===== config.mk =====
export PLATFORM = sky130hd
export DESIGN_NAME = enum_declaration_tokenizer
export DESIGN_NICKNAME = d
export VERILOG_FILES = /design/src/rtl/core/edt_pkg.sv /design/src/rtl/core/enum_declaration_tokenizer.sv /design/src/rtl/core/edt_word_mem.sv
export SDC_FILE = /design/constraint.sdc
export NUM_CORES = 1
export LEC_CHECK = 0
export BUFFER_PORTS_ARGS = -buffer_cell sky130_fd_sc_hd__buf_4
export CORE_MARGIN = 8
export CORE_UTILIZATION = 50
export DETAILED_ROUTE_END_ITERATION = 16
export GPL_TIMING_DRIVEN = 0
export PLACE_DENSITY_LB_ADDON = 0.15
export SLEW_MARGIN = 15
export SYNTH_ARGS = -nofsm -noshare
export SYNTH_HDL_FRONTEND = slang
export SYNTH_SLANG_ARGS = --single-unit

===== constraint.sdc =====
create_clock -name clock -period 9.76 [get_ports clock]
set_input_delay 0 -clock clock [delete_from_list [all_inputs] [get_ports clock]]
set_output_delay 0 -clock clock [all_outputs]
set_load 0.05 [all_outputs]

===== src/rtl/core/edt_pkg.sv =====
// Shared types, codes and helpers for the enum declaration tokenizer.
`timescale 1ns / 1ps
package edt_pkg;

   // Longest word that is gathered before it is closed off.
   localparam int MAX_LEXEME_DEFAULT = 32;

   // Token kinds on the result channel.
   localparam logic [3:0] TK_IDENT   = 4'd0;
   localparam logic [3:0] TK_INTEGER = 4'd1;
   localparam logic [3:0] TK_ENUM    = 4'd2;
   localparam logic [3:0] TK_CLASS   = 4'd3;
   localparam logic [3:0] TK_LBRACE  = 4'd4;
   localparam logic [3:0] TK_RBRACE  = 4'd5;
   localparam logic [3:0] TK_SEMI    = 4'd6;
   localparam logic [3:0] TK_EQUALS  = 4'd7;
   localparam logic [3:0] TK_COMMA   = 4'd8;
   localparam logic [3:0] TK_END     = 4'd9;

   // Character codes that steer the scanner.
   localparam logic [7:0] CH_LF     = 8'h0a;
   localparam logic [7:0] CH_TAB    = 8'h09;
   localparam logic [7:0] CH_SPACE  = 8'h20;
   localparam logic [7:0] CH_PLUS   = 8'h2b;
   localparam logic [7:0] CH_MINUS  = 8'h2d;
   localparam logic [7:0] CH_COMMA  = 8'h2c;
   localparam logic [7:0] CH_SLASH  = 8'h2f;
   localparam logic [7:0] CH_STAR   = 8'h2a;
   localparam logic [7:0] CH_SEMI   = 8'h3b;
   localparam logic [7:0] CH_EQUALS = 8'h3d;
   localparam logic [7:0] CH_LBRACE = 8'h7b;
   localparam logic [7:0] CH_RBRACE = 8'h7d;
   localparam logic [7:0] CH_UNDER  = 8'h5f;

   // Keyword spellings.
   localparam logic [7:0] KW_ENUM  [4] = '{8'h65, 8'h6e, 8'h75, 8'h6d};
   localparam logic [7:0] KW_CLASS [5] = '{8'h63, 8'h6c, 8'h61, 8'h73, 8'h73};

   typedef struct packed {
      logic [7:0] character;
      logic       end_of_input;
      logic       leave_enum_mode;
   } req_type;

   typedef struct packed {
      logic [3:0]         token_kind;
      logic signed [31:0] token_value;
      logic [7:0]         name_char;
      logic               token_last;
      logic               item_last;
      logic [15:0]        line_count;
   } rsp_type;

   function automatic logic is_digit(input logic [7:0] c);
      return (c >= 8'h30) && (c <= 8'h39);
   endfunction

   function automatic logic is_letter(input logic [7:0] c);
      return ((c >= 8'h41) && (c <= 8'h5a)) || ((c >= 8'h61) && (c <= 8'h7a)) ||
             (c == CH_UNDER);
   endfunction

   function automatic logic is_sign(input logic [7:0] c);
      return (c == CH_PLUS) || (c == CH_MINUS);
   endfunction

   function automatic rsp_type make_rsp(input logic [3:0] kind, input logic [31:0] value,
                                        input logic [7:0] nch, input logic tlast,
                                        input logic ilast, input logic [15:0] line);
      rsp_type r;
      r.token_kind  = kind;
      r.token_value = value;
      r.name_char   = nch;
      r.token_last  = tlast;
      r.item_last   = ilast;
      r.line_count  = line;
      return r;
   endfunction

endpackage


===== src/rtl/core/enum_declaration_tokenizer.sv =====
// Top level of the enum declaration tokenizer: scanner, word state and result sequencer.
//
//   channel | direction | handshake            | payload
//   req_    | in        | req_valid/req_stall  | req_data (req_type)
//   rsp_    | out       | rsp_valid/rsp_stall  | rsp_data (rsp_type)
//
// An item that flushes an identifier replays it: each stored character is read from
// the word memory (ST_RD) and then presented (ST_CH); a second token after a word is
// presented from ST_PEND, and no new request is taken until the item is done.
// Reset is synchronous and clears all control state; the word memory needs no clear.
// A stalled result holds in the output register and intake waits for it to move.
`timescale 1ns / 1ps
module enum_declaration_tokenizer
   import edt_pkg::*;
#(
   parameter int MAX_LEXEME = MAX_LEXEME_DEFAULT
) (
   input  logic    clock,
   input  logic    reset,
   input  logic    req_valid,
   output logic    req_stall,
   input  req_type req_data,
   output logic    rsp_valid,
   input  logic    rsp_stall,
   output rsp_type rsp_data
);

   localparam int IW = $clog2(MAX_LEXEME);
   localparam int LW = $clog2(MAX_LEXEME + 1);
   localparam logic [LW-1:0] MAX_LEN = LW'(MAX_LEXEME);

   // Scanner phases.
   localparam logic [2:0] PH_IDLE  = 3'd0;
   localparam logic [2:0] PH_WORD  = 3'd1;
   localparam logic [2:0] PH_SLASH = 3'd2;
   localparam logic [2:0] PH_BLOCK = 3'd3;
   localparam logic [2:0] PH_LINE  = 3'd4;

   // Sequencer states.
   localparam logic [1:0] ST_IDLE = 2'd0;
   localparam logic [1:0] ST_RD   = 2'd1;
   localparam logic [1:0] ST_CH   = 2'd2;
   localparam logic [1:0] ST_PEND = 2'd3;

   // Control and word registers.
   logic [1:0]    state_ff, state_in;
   logic [2:0]    phase_ff, phase_in;
   logic          saw_ff, saw_in;
   logic          mode_ff, mode_in;
   logic          ae_ff, ae_in;
   logic          ac_ff, ac_in;
   logic [15:0]   depth_ff, depth_in;
   logic [15:0]   line_ff, line_in;
   logic [LW-1:0] len_ff, len_in;
   logic [31:0]   acc_ff, acc_in;
   logic          fdig_ff, fdig_in;
   logic          fid_ff, fid_in;
   logic          fseen_ff, fseen_in;
   logic          neg_ff, neg_in;
   logic [1:0]    km_ff, km_in;
   logic          bank_ff, bank_in;
   logic          rbank_ff, rbank_in;
   logic [IW-1:0] idx_ff, idx_in;
   logic [LW-1:0] rlen_ff, rlen_in;
   logic          pend_ff, pend_in;
   logic [3:0]    pkind_ff, pkind_in;
   logic [31:0]   pval_ff, pval_in;
   rsp_type       rsp_ff, rsp_in;
   logic          rspv_ff;
   logic          load;

   logic          accept;
   logic          slot_free;
   logic [7:0]    ch;
   logic          dig, let_c, sgn, spc, mode_now, mode_after;
   logic          do_add, start_word, do_flush, do_idle, clear_word;
   logic          p_valid, s_valid;
   logic [3:0]    s_kind;
   logic [31:0]   s_value;
   logic [LW-1:0] a_pos, b_len, a_len, f_len;
   logic [31:0]   b_acc, a_acc, f_acc, b_acc10;
   logic          b_dig, b_id, b_seen, b_neg, a_dig, a_id, a_seen, a_neg;
   logic          f_dig, f_id, f_seen, f_neg;
   logic [1:0]    b_km, a_km, f_km;
   logic          fl_enum, fl_class, fl_int, fl_ident;
   logic          wr_bank;
   logic [7:0]    rd_data;
   logic          ch_last;

   assign slot_free = !rspv_ff || !rsp_stall;
   assign req_stall = !((state_ff == ST_IDLE) && slot_free);
   assign accept    = req_valid && !req_stall;

   // Scanner: classify the byte, advance the phase and build or flush the word.
   always_comb begin
      ch         = req_data.character;
      dig        = is_digit(ch);
      let_c      = is_letter(ch);
      sgn        = is_sign(ch);
      spc        = (ch == CH_SPACE) || (ch == CH_TAB) || (ch == CH_LF);
      mode_now   = mode_ff && !req_data.leave_enum_mode;
      phase_in   = phase_ff;
      saw_in     = saw_ff;
      do_add     = 1'b0;
      start_word = 1'b0;
      do_flush   = 1'b0;
      do_idle    = 1'b0;
      clear_word = 1'b0;
      p_valid    = 1'b0;
      s_kind     = TK_END;
      s_value    = '0;
      depth_in   = depth_ff;
      line_in    = line_ff;

      if (req_data.end_of_input) begin
         do_flush   = (phase_ff == PH_WORD);
         phase_in   = PH_IDLE;
         clear_word = 1'b1;
         saw_in     = 1'b0;
      end else begin
         if (ch == CH_LF) begin
            line_in = line_ff + 16'd1;
         end
         case (phase_ff)
            PH_BLOCK: begin
               if (saw_ff && (ch == CH_SLASH)) begin
                  phase_in = PH_IDLE;
               end else begin
                  saw_in = (ch == CH_STAR);
               end
            end
            PH_LINE: begin
               if (ch == CH_LF) begin
                  phase_in = PH_IDLE;
               end
            end
            PH_SLASH: begin
               if (ch == CH_STAR) begin
                  phase_in = PH_BLOCK;
                  saw_in   = 1'b0;
               end else if (ch == CH_SLASH) begin
                  phase_in = PH_LINE;
               end else begin
                  phase_in = PH_IDLE;
                  do_idle  = !spc;
               end
            end
            PH_WORD: begin
               phase_in = PH_IDLE;
               if (dig || let_c) begin
                  do_add = 1'b1;
                  if ((len_ff + LW'(1)) >= MAX_LEN) begin
                     do_flush = 1'b1;
                  end else begin
                     phase_in = PH_WORD;
                  end
               end else begin
                  do_flush = 1'b1;
                  do_idle  = !spc;
               end
            end
            default: begin
               phase_in = PH_IDLE;
               do_idle  = !spc;
            end
         endcase
      end

      // A byte handled between words.
      if (do_idle) begin
         case (ch)
            CH_LBRACE: begin
               if (depth_ff != 16'hffff) begin
                  depth_in = depth_ff + 16'd1;
               end
               p_valid = 1'b1;
               s_kind  = TK_LBRACE;
               s_value = {16'd0, depth_in};
            end
            CH_RBRACE: begin
               if (depth_ff != 16'd0) begin
                  depth_in = depth_ff - 16'd1;
               end
               p_valid = 1'b1;
               s_kind  = TK_RBRACE;
               s_value = {16'd0, depth_ff};
            end
            CH_EQUALS: begin
               p_valid = 1'b1;
               s_kind  = TK_EQUALS;
            end
            CH_SEMI: begin
               p_valid = 1'b1;
               s_kind  = TK_SEMI;
            end
            CH_COMMA: begin
               p_valid = 1'b1;
               s_kind  = TK_COMMA;
            end
            CH_SLASH: begin
               phase_in = PH_SLASH;
            end
            default: begin
               if (dig || let_c || sgn) begin
                  start_word = 1'b1;
                  do_add     = 1'b1;
                  phase_in   = PH_WORD;
               end
            end
         endcase
      end

      // Add the byte to the word, starting from an empty word when one begins.
      b_len   = start_word ? '0 : len_ff;
      b_acc   = start_word ? '0 : acc_ff;
      b_dig   = start_word ? 1'b0 : fdig_ff;
      b_id    = start_word ? 1'b0 : fid_ff;
      b_seen  = start_word ? 1'b0 : fseen_ff;
      b_neg   = start_word ? 1'b0 : neg_ff;
      b_km    = start_word ? 2'b00 : km_ff;
      a_pos   = b_len;
      a_dig   = b_dig;
      a_id    = b_id;
      a_seen  = b_seen;
      a_neg   = b_neg;
      a_km    = b_km;
      a_acc   = b_acc;
      b_acc10 = (b_acc << 3) + (b_acc << 1);
      if (a_pos == '0) begin
         a_dig = !let_c;
         a_id  = let_c;
         a_seen = 1'b0;
         a_neg = (ch == CH_MINUS);
         a_km  = 2'b11;
      end
      if (dig) begin
         a_seen = 1'b1;
         a_acc  = b_acc10 + {28'd0, ch[3:0]};
      end else if (let_c) begin
         a_dig = 1'b0;
      end
      if ((a_pos >= LW'(4)) || (KW_ENUM[a_pos[1:0]] != ch)) begin
         a_km[0] = 1'b0;
      end
      if ((a_pos >= LW'(5)) || (KW_CLASS[(a_pos < LW'(5)) ? a_pos[2:0] : 3'd0] != ch)) begin
         a_km[1] = 1'b0;
      end
      a_len = a_pos + LW'(1);

      // The word that a flush looks at.
      if (do_add && !start_word) begin
         f_len = a_len; f_acc = a_acc; f_dig = a_dig; f_id = a_id;
         f_seen = a_seen; f_neg = a_neg; f_km = a_km;
      end else begin
         f_len = len_ff; f_acc = acc_ff; f_dig = fdig_ff; f_id = fid_ff;
         f_seen = fseen_ff; f_neg = neg_ff; f_km = km_ff;
      end

      fl_enum  = do_flush && (f_len == LW'(4)) && f_km[0];
      fl_class = do_flush && !fl_enum && (f_len == LW'(5)) && f_km[1];
      fl_int   = do_flush && !fl_enum && !fl_class && f_dig && f_seen && mode_now;
      fl_ident = do_flush && !fl_enum && !fl_class && !(f_dig && f_seen) && f_id &&
                 (f_len != '0) && (mode_now || ae_ff || ac_ff);

      mode_after = mode_now || fl_enum;
      s_valid    = req_data.end_of_input || (p_valid && mode_after);

      // After-keyword marks.
      ae_in = ae_ff;
      ac_in = ac_ff;
      if (fl_enum) begin
         ae_in = 1'b1; ac_in = 1'b0;
      end else if (fl_class) begin
         ae_in = 1'b0; ac_in = 1'b1;
      end else if (fl_int || fl_ident) begin
         ae_in = 1'b0; ac_in = 1'b0;
      end
      if (p_valid && mode_after && !req_data.end_of_input) begin
         ae_in = 1'b0; ac_in = 1'b0;
      end

      // Next word state.
      if (start_word || (do_add && !do_flush)) begin
         len_in = a_len; acc_in = a_acc; fdig_in = a_dig; fid_in = a_id;
         fseen_in = a_seen; neg_in = a_neg; km_in = a_km;
      end else if (do_flush || clear_word) begin
         len_in = '0; acc_in = '0; fdig_in = 1'b0; fid_in = 1'b0;
         fseen_in = 1'b0; neg_in = 1'b0; km_in = 2'b00;
      end else begin
         len_in = len_ff; acc_in = acc_ff; fdig_in = fdig_ff; fid_in = fid_ff;
         fseen_in = fseen_ff; neg_in = neg_ff; km_in = km_ff;
      end

      wr_bank  = start_word ? !bank_ff : bank_ff;
      bank_in  = wr_bank;
      mode_in  = mode_after;
   end

   // Result sequencer: first result of an item, identifier replay and the trailing token.
   always_comb begin
      state_in = state_ff;
      idx_in   = idx_ff;
      rlen_in  = rlen_ff;
      rbank_in = rbank_ff;
      pend_in  = pend_ff;
      pkind_in = pkind_ff;
      pval_in  = pval_ff;
      load     = 1'b0;
      rsp_in   = rsp_ff;
      ch_last  = (LW'(idx_ff) + LW'(1)) == rlen_ff;
      case (state_ff)
         ST_IDLE: begin
            if (accept) begin
               pend_in  = s_valid;
               pkind_in = s_kind;
               pval_in  = s_value;
               if (fl_ident) begin
                  state_in = ST_RD;
                  idx_in   = '0;
                  rlen_in  = f_len;
                  rbank_in = bank_ff;
               end else if (fl_enum || fl_class || fl_int) begin
                  load = 1'b1;
                  rsp_in = make_rsp(fl_enum ? TK_ENUM : (fl_class ? TK_CLASS : TK_INTEGER),
                                    fl_int ? (f_neg ? (32'd0 - f_acc) : f_acc) : 32'd0,
                                    8'd0, 1'b1, !s_valid, line_in);
                  state_in = s_valid ? ST_PEND : ST_IDLE;
               end else if (s_valid) begin
                  load    = 1'b1;
                  rsp_in  = make_rsp(s_kind, s_value, 8'd0, 1'b1, 1'b1, line_in);
                  pend_in = 1'b0;
               end
            end
         end
         ST_RD: begin
            state_in = ST_CH;
         end
         ST_CH: begin
            if (slot_free) begin
               load   = 1'b1;
               rsp_in = make_rsp(TK_IDENT, 32'd0, rd_data, ch_last,
                                 ch_last && !pend_ff, line_ff);
               idx_in = idx_ff + IW'(1);
               if (ch_last) begin
                  state_in = pend_ff ? ST_PEND : ST_IDLE;
               end else begin
                  state_in = ST_RD;
               end
            end
         end
         default: begin
            if (slot_free) begin
               load     = 1'b1;
               rsp_in   = make_rsp(pkind_ff, pval_ff, 8'd0, 1'b1, 1'b1, line_ff);
               pend_in  = 1'b0;
               state_in = ST_IDLE;
            end
         end
      endcase
   end

   // Character store.
   edt_word_mem #(
      .MAX_LEXEME(MAX_LEXEME)
   ) u_word_mem (
      .clock   (clock),
      .wr_en   (accept && do_add),
      .wr_addr ({wr_bank, a_pos[IW-1:0]}),
      .wr_data (ch),
      .rd_en   (state_ff == ST_RD),
      .rd_addr ({rbank_ff, idx_ff}),
      .rd_data (rd_data)
   );

   // Control registers.
   always_ff @(posedge clock) begin
      if (reset) begin
         state_ff <= ST_IDLE;
         phase_ff <= PH_IDLE;
         saw_ff   <= 1'b0;
         mode_ff  <= 1'b0;
         ae_ff    <= 1'b0;
         ac_ff    <= 1'b0;
         depth_ff <= '0;
         line_ff  <= '0;
         len_ff   <= '0;
         acc_ff   <= '0;
         fdig_ff  <= 1'b0;
         fid_ff   <= 1'b0;
         fseen_ff <= 1'b0;
         neg_ff   <= 1'b0;
         km_ff    <= 2'b00;
         bank_ff  <= 1'b0;
         pend_ff  <= 1'b0;
         rspv_ff  <= 1'b0;
      end else begin
         state_ff <= state_in;
         pend_ff  <= pend_in;
         if (accept) begin
            phase_ff <= phase_in;
            saw_ff   <= saw_in;
            mode_ff  <= mode_in;
            ae_ff    <= ae_in;
            ac_ff    <= ac_in;
            depth_ff <= depth_in;
            line_ff  <= line_in;
            len_ff   <= len_in;
            acc_ff   <= acc_in;
            fdig_ff  <= fdig_in;
            fid_ff   <= fid_in;
            fseen_ff <= fseen_in;
            neg_ff   <= neg_in;
            km_ff    <= km_in;
            bank_ff  <= bank_in;
         end
         if (load) begin
            rspv_ff <= 1'b1;
         end else if (!rsp_stall) begin
            rspv_ff <= 1'b0;
         end
      end
   end

   // Payload registers.
   always_ff @(posedge clock) begin
      idx_ff   <= idx_in;
      rlen_ff  <= rlen_in;
      rbank_ff <= rbank_in;
      pkind_ff <= pkind_in;
      pval_ff  <= pval_in;
      if (load) begin
         rsp_ff <= rsp_in;
      end
   end

   assign rsp_valid = rspv_ff;
   assign rsp_data  = rsp_ff;

`ifndef SYNTHESIS
   // A memory read is always followed by presenting its character.
   a_rd_then_ch: assert property (@(posedge clock) disable iff (reset)
      (state_ff == ST_RD) |=> (state_ff == ST_CH))
      else $error("replay read not followed by character state");

   // The replay index stays inside the stored word.
   a_idx_range: assert property (@(posedge clock) disable iff (reset)
      (state_ff == ST_CH) |-> (LW'(idx_ff) < rlen_ff))
      else $error("replay index beyond word length");

   // An end token always closes its item.
   a_end_last: assert property (@(posedge clock) disable iff (reset)
      (rspv_ff && (rsp_ff.token_kind == TK_END)) |-> rsp_ff.item_last)
      else $error("end token without item_last");
`endif

endmodule


===== src/rtl/core/edt_word_mem.sv =====
// Two-bank word character store with a registered read port.
`timescale 1ns / 1ps
module edt_word_mem
   import edt_pkg::*;
#(
   parameter int MAX_LEXEME = MAX_LEXEME_DEFAULT
) (
   input  logic                            clock,
   input  logic                            wr_en,
   input  logic [$clog2(MAX_LEXEME):0]     wr_addr,
   input  logic [7:0]                      wr_data,
   input  logic                            rd_en,
   input  logic [$clog2(MAX_LEXEME):0]     rd_addr,
   output logic [7:0]                      rd_data
);

   // Each bank spans the full index range so the bank bit can lead the address.
   localparam int DEPTH = 2 ** ($clog2(MAX_LEXEME) + 1);

   logic [7:0] mem [DEPTH];
   logic [7:0] rd_data_ff;

   // One bank holds the word being replayed while the other takes a new word.
   always_ff @(posedge clock) begin
      if (wr_en) begin
         mem[wr_addr] <= wr_data;
      end
      if (rd_en) begin
         rd_data_ff <= mem[rd_addr];
      end
   end

   assign rd_data = rd_data_ff;

endmodule


==> run_results.csv, run 1 <==
group,metric,value,unit
status,status,"complete, no violations",
routing,detail_route.wl_per_cell,24.8,um
synthesis,synth_xor_area_share,2.54,%
routing,first_pass_iters,6,
synthesis,synth.largest_area_cell,"edfxtp_1",
worst_setup_path,start_kind,"input port",
synthesis,synth_cells,2363,
routing,via_per_inst,6.16,
routing,drt_iter0_markers,2449,
global_route,antenna_found_initial,0,
global_route,grt_pass1_wl,129000,um
finish,area.sequential,0.0202,mm2
routing,antenna_left,0,
worst_setup_path,critPathKind,"input port to flip-flop",
floorplan,floorplan.initialDensity,50.2,%
timing,fmax,120,MHz
timing,rsz0062_at_grt,"false",
global_route,grt_max_degree,72,
clock_network,cts_tree,"yes",
floorplan,core-area,0.0653,mm2
routing,totalWireLength,85700,um
finish,antenna_cells,0,
synthesis,yosysSeqAreaShare,61.6,%
routing,drc,0,
timing,whs,20.6,ps
placed_design,portBuffers,76,
clock_network,post_cts_buffers,0,
placed_design,gp_congestion,0.914,
global_route,gr-total-overflow,0,
power_and_ir_drop,power_leakage,0.0120,uW
synthesis,synthesis.area,0.0328,mm2
synthesis,syn_nets,2451,
global_route,grt_pass1_vias,20800,
global_route,grtUsageTotal,22.8,%
floorplan,die_w,272,um
synthesis,synth_top_family_by_area,"multiplexers",
floorplan,core.rowCount,94,
synthesis,synth.distinct_cells,88,
timing,clock_skew,25.4,ps
synthesis,synth_area_leaders,"edfxtp_1 56%, mux4_2 12%, dfxtp_1 5.4%",
timing,worst_pin_slew,1190,ps
routing,vias,21300,
synthesis,ys_warn_count,0,
worst_setup_path,rr_worst_depth,24,
synthesis,synth_compound_area_share,8.95,%
timing,maxSlewHeadroom,20.2,%
placed_design,place_hpwl,59300,um
clock_network,htree_levels,3,
synthesis,synth_edf_count,614,
clock_network,cts_buffers,76,
finish,stdcell_count,3452,
min_path,worst_hold_path_type,"input port to flip-flop",
timing,min_period_over_period,85.4,%
finish,drive_gt1_share,15.3,%
timing,finalSetupViolations,0,
synthesis,synth_fa_ha_area_share,2.85,%
synthesis,yosysTopAreaCellShare,56.3,%
clock_network,path_clk_slew,60,ps
worst_setup_path,cp_max_fo,66,
synthesis,synth-async-reset-ratio,0,%
timing,maxSlewViolCount,0,
floorplan,die_y,272,um
clock_network,clock_latency,620,ps
synthesis,syn_area_per_cell,13.9,um2
finish,area_delta_synth_final,12.8,%
min_path,holdPathStages,1,
finish,nets,2622,
worst_setup_path,reg2reg_slack,2410,ps
power_and_ir_drop,power.density,168,mW/mm2
synthesis,yosys.area_share.simple,10.3,%
synthesis,synth_top_flop_cell,"edfxtp_1",
clock_network,cts_buffer_depth,3,
placed_design,dp.cells,3308,
job,maxCapViolations,0,
worst_setup_path,cp.required,10120,ps
placed_design,place_ws,1500,ps
timing,period_minus_slack,8330,ps
floorplan,die_area,0.0740,mm2
timing,fin_ws,1430,ps
timing,hold_viol,0,
synthesis,ys_ff_latch,702,
synthesis,yosysMostFrequentCell,"edfxtp_1",
power_and_ir_drop,p_total,6230,uW
finish,num-fill-cells,5240,
synthesis,synth.area.mux_share,11.8,%
floorplan,ioPinCount,78,
finish,multiInputGateArea,0.0119,mm2
clock_network,clkSinkCount,702,
worst_setup_path,crit_arrival,8690,ps
power_and_ir_drop,ir_worst_vdd,0.000170,V
synthesis,synth_common_cells,"614 x edfxtp_1, 267 x nor2_1, 168 x mux4_2",
clock_network,root_buffer,"clkbuf_16",
worst_setup_path,endpoint_kind,"flip-flop",
-- state kept, by name (all words and copies together), names as in the netlist, 2 cells and up --
name and flops:
u_word_mem.rd_data 8, rsp_data 62, len_ff 6, acc_ff 32
pval_ff 16, rlen_ff 6, phase_ff 3, state_ff 2
idx_ff 5, km_ff 2, pkind_ff 4, line_ff 16
u_word_mem.mem 512, depth_ff 16
-- final timing paths --
| kind | from | to |
|---|---|---|
| worst max-delay path | req_data[7] | rsp_data[57]$_DFFE_PP_ |
| worst min-delay path | req_data[4] | u_word_mem.mem[29][2]$_DFFE_PP_ |
| worst max register to register | phase_ff[1]$_SDFFE_PP0P_ | rsp_data[57]$_DFFE_PP_ |
| worst min register to register | bank_ff$_SDFFE_PP0P_ | rbank_ff$_DFFE_PP_ |
-- cells by family (layout without fill, tap and decap cells) --
group           after synthesis  in the layout
flops                       702            702
simple gates                689            689
compound gates              463            463
mux                         175            175
buf+inv                     165            390
xor+xnor                     95             95
fa+ha+maj                    74             74
-- through the flow --
stage | util (%) | TNS [ps] | cell area [um2]
finish | 56.6 | 0 | 37000
detailed placement | 52.9 | 0 | 34500
global placement | 52.7 | -274280 | 34400
global route | 56.6 | 0 | 37000
floorplan | - | 0 | 32800
CTS | 56.6 | 0 | 37000
-- worst max-delay path: stages --
cell	delay [ps]
dlygate4sd3_1	520
buf_4	540
buf_2	340
nand2_1	140
nor4b_2	980
o21ai_1	350
nand3_1	340
clkbuf_1	470
clkbuf_1	630
nand2_1	140
xor2_1	270
inv_1	80
ha_1	290
a211oi_1	320
o21bai_1	200
o211ai_1	410
a31oi_1	170
xnor2_1	410
and3_1	260
o22ai_1	120
or4_1	670
a2111oi_4	500
a41oi_1	230
xnor2_1	190
nor2_1	50
-- timing repair --
action	in CTS	in global routing
hold buffers	12	0
gates resized for setup	0	0
endpoints found under the hold margin	242	0
endpoints found under the setup margin	0	0
-- placed cells by master (no fill, tap or decap), types with 54 or more instances in the layout --
master,Yosys,final
a21oi_1,136,136
dfxtp_1,88,88
ha_1,73,73
mux4_2,168,168
clkbuf_1,106,124
buf_4,0,76
xnor2_1,54,54
clkbuf_16,0,77
o21ai_0,103,103
edfxtp_1,614,614
a22oi_1,59,59
nor2_1,267,267
nand2_1,128,128
-- power by group --
group	internal, uW	switching (uW)
clock network	1570	1170
registers	3280	5.51
logic	44.3	166
-- layout make-up --
| cell class | count | share of cell area, % |
|---|---|---|
| repair buffers | 93 | 2.06 |
| plain buffers | 140 | 1.49 |
| well taps | 864 | 2.92 |
| clock inverters | 35 | 0.887 |
| clock buffers | 97 | 5.44 |
| flip-flops and latches | 702 | 54.6 |
| inverters | 25 | 0.254 |
| multi-input cells | 1496 | 32.3 |
-- layer usage --
metal  track usage, %  share of wire, %  up-vias
met5                0                 0        -
met4             8.38               3.9        0
met3             3.48               6.1      183
met2             38.0                49      838
met1             30.2                41    10700
li1                 -                 -     9558
Power figures use the tool's default switching activity.
==> inputs of run 2 (changes only) <==
- clock period: 9.76 -> 8.08 ns (I/O delays scaled with it)
==> run_results.csv, run 2 (synthesized netlist as in run 1, its figures left out) <==
group,metric,value,unit
placed_design,portBuffers,76,
timing,maxSlewViolCount,0,
timing,clock_skew,21.4,ps
min_path,worst_hold_path_type,"input port to flip-flop",
timing,hold_viol,0,
routing,antenna_left,0,
routing,met3RoutedLength,5750,um
finish,antenna_cells,0,
status,status,"complete, no violations",
floorplan,die_w,272,um
clock_network,path_clk_slew,60,ps
routing,totalWireLength,86800,um
floorplan,core-area,0.0653,mm2
worst_setup_path,critPathKind,"input port to flip-flop",
floorplan,die_area,0.0740,mm2
finish,final_common_cell,"edfxtp_1",
power_and_ir_drop,p_total,7720,uW
global_route,gr-total-overflow,0,
clock_network,htree_levels,3,
routing,wl_met2,42400,um
power_and_ir_drop,power_leakage,0.0121,uW
floorplan,die_y,272,um
finish,nets,2623,
power_and_ir_drop,power.density,208,mW/mm2
clock_network,clock_latency,630,ps
worst_setup_path,cp.required,8460,ps
timing,fmax,131,MHz
routing,drt_iter0_markers,2159,
floorplan,floorplan.initialDensity,50.2,%
placed_design,place_hpwl,59800,um
floorplan,ioPinCount,78,
timing,min_period_over_period,94.6,%
global_route,grt_pass1_vias,21100,
routing,vias,21500,
routing,via_per_inst,6.23,
finish,largest-register,"u_word_mem.mem",
routing,detail_route.wl_per_cell,25.1,um
worst_setup_path,cp_max_fo,65,
timing,maxSlewHeadroom,28.1,%
worst_setup_path,critPathBufInv,7,
finish,area.sequential,0.0202,mm2
global_route,grt_max_degree,72,
placed_design,place_ws,-239,ps
clock_network,cts_buffer_depth,3,
timing,fin_ws,435,ps
worst_setup_path,start_kind,"input port",
timing,fin_setup_tns,0,ps
clock_network,post_cts_buffers,0,
clock_network,clkSinkCount,702,
routing,top_layer,"met4",
global_route,grtUsageTotal,23.0,%
global_route,grt_pass1_wl,131000,um
finish,num-fill-cells,5170,
placed_design,gp_congestion,0.925,
timing,finalSetupViolations,0,
finish,drive_gt1_share,16.0,%
worst_setup_path,endpoint_kind,"flip-flop",
routing,met1_length,35800,um
worst_setup_path,crit_path_max_incr_delay,670,ps
global_route,antenna_found_initial,0,
routing,first_pass_iters,6,
finish,most-common-layout-cells,"614 x edfxtp_1, 267 x nor2_1, 168 x mux4_2",
routing,drc,0,
clock_network,cts_tree,"yes",
clock_network,cts_buffers,75,
worst_setup_path,crit_arrival,8020,ps
clock_network,root_buffer,"clkbuf_16",
timing,rsz0062_at_grt,"false",
worst_setup_path,crit_slowest_cell,"or4_1",
floorplan,core.rowCount,94,
worst_setup_path,crit_family,"buffers and inverters",
job,maxCapViolations,0,
timing,worst_pin_slew,1080,ps
finish,multiInputGateArea,0.0120,mm2
power_and_ir_drop,ir_worst_vdd,0.000267,V
timing,period_minus_slack,7640,ps
finish,area_delta_synth_final,13.6,%
finish,largest_reg_flops,512,
## run 2: cell types whose count changed in the layout (fill, tap and decap cells not counted), moves of 2 or more
cell        change
buf_16          +2
bufinv_16       +4
clkbuf_1       -10
clkinv_2        -4
clkinvlp_4      +9
inv_6           +3
## run 2: cell type report
cell class | instances | area share [%]
buffer | 140 | 1.48
clock buffer | 88 | 5.28
clock inverter | 47 | 1.47
inverter | 25 | 0.252
multi-input combinational | 1496 | 32.1
sequential | 702 | 54.3
tap | 864 | 2.90
timing repair buffer | 95 | 2.20
## run 2: timing repair
item / CTS / global route
endpoints found under the setup margin: 0 / 29
resized for setup: 0 / 2
hold buffers: 14 / 0
endpoints found under the hold margin: 465 / 0
## run 2: final timing paths
path                            start                         endpoint  slack, ps  depth (start not counted)
min                       req_data[4]  u_word_mem.mem[62][2]$_DFFE_PP_         30                          1
max reg2reg  phase_ff[0]$_SDFFE_PP0P_           rsp_data[57]$_DFFE_PP_        890                         21
max                       req_data[3]           rsp_data[57]$_DFFE_PP_        440                         27
min reg2reg      bank_ff$_SDFFE_PP0P_               rbank_ff$_DFFE_PP_        460                          0
## run 2: stage by stage
| step | hold slack, ps | instances | cell area [um2] | utilization, % |
|---|---|---|---|---|
| floorplan | 98.9 | 2363 | 32800 | - |
| global placement | 349 | 3303 | 34400 | 52.7 |
| detailed placement | 359 | 3308 | 34500 | 52.9 |
| CTS | 9.26 | 3457 | 37200 | 57.0 |
| global route | 45.7 | 3457 | 37200 | 57.0 |
| finish | 29.5 | 3457 | 37200 | 57.0 |
## run 2: where the power goes
part	switching (uW)	internal [uW]	total, uW
clock	1480	2020	3500
sequential	6.70	3950	3960
combinational	202	56.6	258
## run 2: worst reg2reg max path, stage by stage (launching register included)
cell,delay (ps)
dfxtp_1,340
clkbuf_1,350
nor3b_1,350
o21ai_1,190
o21a_1,260
nor2_1,810
clkbuf_1,570
nor2_1,170
ha_1,330
ha_1,360
and3_1,230
and4_1,200
o211ai_1,200
a31oi_1,170
xnor2_1,400
and3_1,270
o22ai_1,110
or4_1,670
a2111oi_4,490
a41oi_1,210
xnor2_1,200
nor2_1,50
## run 2: metal layers
| layer | up-vias | track usage, % |
|---|---|---|
| li1 | 9576 | - |
| met1 | 10800 | 30.8 |
| met2 | 920 | 38.7 |
| met3 | 179 | 3.36 |
| met4 | 0 | 7.44 |
| met5 | - | 0 |
